[src/hw/rtl/rcrm_pkg.sv]
// ----------------------------------------------------------------------------
// rcrm_pkg
// Shared types and constants of the row colour run merger.
// ----------------------------------------------------------------------------
package rcrm_pkg;

  localparam int unsigned TolW        = 12;
  localparam int unsigned LenW        = 13;
  localparam int unsigned MaxRowWidth = 4096;
  localparam int unsigned TolMin      = 1;
  localparam int unsigned TolMax      = 3000;
  localparam int unsigned NumPhases   = 7;
  localparam int unsigned DivBits     = 8;

  // calculation phases, one per cycle
  localparam logic [2:0] PhSq   = 3'd0;
  localparam logic [2:0] PhDist = 3'd1;
  localparam logic [2:0] PhNq   = 3'd2;
  localparam logic [2:0] PhSs   = 3'd3;
  localparam logic [2:0] PhDev  = 3'd4;
  localparam logic [2:0] PhDd   = 3'd5;
  localparam logic [2:0] PhPass = 3'd6;

  typedef struct packed {
    logic [7:0] pixel_red;
    logic [7:0] pixel_green;
    logic [7:0] pixel_blue;
    logic [7:0] pixel_alpha;
    logic       row_last;
  } pixel_t;

  typedef struct packed {
    logic [7:0]      run_red;
    logic [7:0]      run_green;
    logic [7:0]      run_blue;
    logic [7:0]      run_opacity;
    logic [LenW-1:0] run_length;
    logic            row_done;
  } run_t;

  typedef struct packed {
    logic       accept;
    logic       calc;
    logic [2:0] phase;
    logic       div_init;
    logic       div_step;
    logic [2:0] div_bit;
    logic       out_load;
    logic       out_done;
    logic       upd;
    logic       row_clear;
  } cmd_t;

  typedef struct packed {
    logic join_run;
    logic row_start;
    logic row_last;
    logic out_free;
  } sts_t;

endpackage

[src/hw/rtl/rcrm_ctrl.sv]
// ----------------------------------------------------------------------------
// rcrm_ctrl
// Sequencer: accept, merge test phases, decision, mean divide, emit, update, row clear.
// ----------------------------------------------------------------------------
module rcrm_ctrl (
  input  logic           clk_i,
  input  logic           rst_ni,
  input  logic           in_valid_i,
  output logic           in_ready_o,
  output rcrm_pkg::cmd_t cmd_o,
  input  rcrm_pkg::sts_t sts_i
);
  import rcrm_pkg::*;

  localparam logic [2:0] StIdle   = 3'd0;
  localparam logic [2:0] StCalc   = 3'd1;
  localparam logic [2:0] StDecide = 3'd2;
  localparam logic [2:0] StDiv    = 3'd3;
  localparam logic [2:0] StEmit   = 3'd4;
  localparam logic [2:0] StUpd    = 3'd5;
  localparam logic [2:0] StClr    = 3'd6;

  logic [2:0] state_q, state_d;
  logic [3:0] cnt_q, cnt_d;
  logic       final_q, final_d;

  always_comb begin
    state_d    = state_q;
    cnt_d      = cnt_q;
    final_d    = final_q;
    in_ready_o = 1'b0;
    cmd_o      = '0;
    unique case (state_q)
      StIdle: begin
        in_ready_o = 1'b1;
        if (in_valid_i) begin
          cmd_o.accept = 1'b1;
          cnt_d        = '0;
          state_d      = StCalc;
        end
      end
      StCalc: begin
        cmd_o.calc  = 1'b1;
        cmd_o.phase = cnt_q[2:0];
        cnt_d       = cnt_q + 4'd1;
        if (cnt_q == 4'(NumPhases - 1)) begin
          state_d = StDecide;
        end
      end
      StDecide: begin
        // a pixel that fails to join closes the open run first
        if (!sts_i.row_start && !sts_i.join_run) begin
          cnt_d   = '0;
          final_d = 1'b0;
          state_d = StDiv;
        end else begin
          state_d = StUpd;
        end
      end
      StDiv: begin
        if (cnt_q == 4'd0) begin
          cmd_o.div_init = 1'b1;
        end else begin
          cmd_o.div_step = 1'b1;
          cmd_o.div_bit  = 3'(4'(DivBits) - cnt_q);
        end
        cnt_d = cnt_q + 4'd1;
        if (cnt_q == 4'(DivBits)) begin
          state_d = StEmit;
        end
      end
      StEmit: begin
        if (sts_i.out_free) begin
          cmd_o.out_load = 1'b1;
          cmd_o.out_done = final_q;
          state_d        = final_q ? StClr : StUpd;
        end
      end
      StUpd: begin
        cmd_o.upd = 1'b1;
        if (sts_i.row_last) begin
          final_d = 1'b1;
          cnt_d   = '0;
          state_d = StDiv;
        end else begin
          state_d = StIdle;
        end
      end
      StClr: begin
        cmd_o.row_clear = 1'b1;
        final_d         = 1'b0;
        state_d         = StIdle;
      end
      default: begin
        state_d = StIdle;
      end
    endcase
  end

  always_ff @(posedge clk_i or negedge rst_ni) begin
    if (!rst_ni) begin
      state_q <= StIdle;
      cnt_q   <= '0;
      final_q <= 1'b0;
    end else begin
      state_q <= state_d;
      cnt_q   <= cnt_d;
      final_q <= final_d;
    end
  end

endmodule

[config.mk]
export PLATFORM = sky130hd
export DESIGN_NAME = rcrm_ctrl
export DESIGN_NICKNAME = d
export VERILOG_FILES = /design/src/hw/rtl/rcrm_pkg.sv /design/src/hw/rtl/rcrm_ctrl.sv
export SDC_FILE = /design/constraint.sdc
export NUM_CORES = 1
export LEC_CHECK = 0
export BUFFER_PORTS_ARGS = -buffer_cell sky130_fd_sc_hd__buf_4
export CAP_MARGIN = 15
export CORE_MARGIN = 2
export CORE_UTILIZATION = 41
export DETAILED_ROUTE_END_ITERATION = 8
export PLACE_DENSITY = 0.71
export SLEW_MARGIN = 5
export SYNTH_ARGS = -nofsm -noshare
export SYNTH_HDL_FRONTEND = slang
export SYNTH_SLANG_ARGS = --single-unit
[constraint.sdc]
create_clock -name clk_i -period 3.9 [get_ports clk_i]
set_input_delay 0.195 -clock clk_i [delete_from_list [all_inputs] [get_ports clk_i]]
set_output_delay 0.195 -clock clk_i [all_outputs]
set_load 0.005 [all_outputs]
==> results.cfg <==
[outcome]
outcome = completed

[timing]
rsz0062_at_grt = no
min_period_ns = 1.95
hold_violations = 0
fin_worst_skew_ns = 0.00192
timing.slew.headroom_pct = 65.6
period_share_pct = 49.9
setup_viol = 0
fin_setup_tns_ns = 0
slew_violations = 0
tightest_slew_ns = 0.516
clock.fmax_mhz = 514

[floorplanning]
core_um2 = 1520
row_count = 14
die_h_um = 44.6
fp.dieW_um = 44.6
ios = 22
dieArea_um2 = 1990
start_util_pct = 44.4

[clocking]
post_cts_buffers = 0
clock_latency_ns = 0.25
tritoncts = done
cts_buffers = 3
clk_pin_slew_ns = 0.05
cts_buffer_depth = 2
cts_root_buf = clkbuf_4
cts_hold_buf = 1
cts_resized = 0
cts_sinks = 8
cts_max_level = 1

[detailed_routing]
drtIter0Drc = 5
firstDrtPassIters = 4
via_per_inst = 5.54
drc = 0
wl_mm = 1.44
wire_per_inst_um = 12.7
ant_nets = 0
num_vias = 626

[global_route]
antenna_found_initial = 0
track_usage_pct = 15.7
gr-total-overflow = 0
grt_pass1_vias = 524
grt_pass1_wl_mm = 2.28
grt_start_max_net_pins = 21

[logic_synthesis]
postSynthNetCount = 88
synth_seq_cells = 8
synth_warnings = 0
synthCells = 78
ys_types = 35
synth.avg_cell_area_um2 = 8.68
synth_area_um2 = 677
synth_edf_count = 0
ys_seq_area_share_pct = 29.6
synth-main-ff-cell = dfrtp_1
synthArstFlopShare_pct = 100

[worst_hold_path]
worstHoldPathType = primary input to flip-flop
min_from = sts_i[1]

[placement]
io_buffers = 21
place_congestion = 0.743
dp_hpwl_mm = 1.13
placed_area_um2 = 813

[critical_path]
cp_data_arrival_time_ns = 1.75
cp-startpoint = state_q[1]
cp_max_fo = 13
reg2reg_from = state_q[1]
critPathLaunchType = flip-flop
cp-end-kind = primary output
cp.required_ns = 3.70
path_class = flip-flop to primary output

[job]
cap_viol_max_count = 0

[layout]
drive_above_1_share_pct = 29.9
layout_common_cells = buf_4, dfrtp_1, nor2_1
regArea_um2 = 200
multiInputGateArea_um2 = 414
area_growth_pct = 25.0
fillCellCount = 152
final_common_cell = buf_4
diodes = 0
fin_area_um2 = 846
final_nets = 109

[power]
powerDensity_nw_per_um2 = 745
vdd_drop_max_uv = 357
cellLeakagePower_nw = 0.428
registers in the layout, summed over array words and instances, names as in the netlist:
signal,flops
final_q,1
cnt_q,4
state_q,3
cell usage after synthesis (all sizes together) (3+ instances only):
library cell,instances,area [µm²]
inv,5,21.3
o21ai,5,28.8
buf,6,41.3
nor3,4,20.0
dfrtp,8,200
nor2,7,26.3
a22o,4,35.0
ha,3,37.5
and2,4,25.0
and3,4,25.0
a21oi,3,15.0
per-stage QoR:
| stage | setup WS (ns) | hold slack, ns | util [%] | std cells | power (W) |
|---|---|---|---|---|---|
| floorplan | 2.53 | -0.101 | - | 78 | 0.000461 |
| finish | 1.95 | 0.291 | 55.5 | 113 | 0.000630 |
| global placement | 2.27 | 0.0163 | 53.4 | 109 | 0.000566 |
| detailed placement | 2.22 | 0.0148 | 53.4 | 109 | 0.000572 |
| global route | 1.82 | 0.291 | 55.5 | 113 | 0.000686 |
| CTS | 1.94 | 0.284 | 55.5 | 113 | 0.000637 |
logic make-up after synthesis:
kind of cell	Yosys count	synth area share, %
adders and majority gates	3	5.55
buffers and inverters	11	9.24
AOI/OAI and AO/OA	19	21.8
xor gates and xnor gates	3	3.88
and+or+nand+nor	33	28.3
DFF	8	29.6
muxes	1	1.66
final cells by class:
| class | instances | area share, % |
|---|---|---|
| sequential | 8 | 23.7 |
| inverter | 5 | 2.51 |
| multi-input combinational | 59 | 49.0 |
| clock buffer | 3 | 2.66 |
| tap | 16 | 2.37 |
| timing repair buffer | 22 | 19.8 |
worst max-delay path, cell delays in order, from the launching register on:
cell,delay [ns]
dfrtp_1,0.54
inv_1,0.17
or3_4,0.42
nor2_1,0.13
and2_1,0.14
buf_4,0.10
worst paths after layout:
| check | endpoint | slack (ns) | depth (start not counted) |
|---|---|---|---|
| worst max register to register | state_q[2] | 2.34 | 4 |
| min in group asynchronous | cnt_q[3] | 0.30 | 2 |
| max in group asynchronous | final_q | 3.48 | 2 |
| worst min register to register | final_q | 0.57 | 1 |
| worst max-delay path | cmd_o[5] | 1.95 | 5 |
| worst min-delay path | final_q | 0.29 | 3 |
metal layers:
layer | vias to the layer above | share of wire (%) | GRT usage [%]
met1 | 284 | 48 | 21.8
met4 | 0 | 0.97 | 9.09
li1 | 321 | - | -
met2 | 19 | 47 | 22.9
met3 | 2 | 4.6 | 2.45
met5 | - | 0 | 0
report_power, final:
part	internal, W	switching, W	total, W	leakage, nW
logic	0.000195	0.000182	0.000377	0.315
registers	0.000120	0.0000731	0.000194	0.0992
clock network	0.0000350	0.0000251	0.0000601	0.0138
No activity file was read; power rests on OpenSTA's default activity.
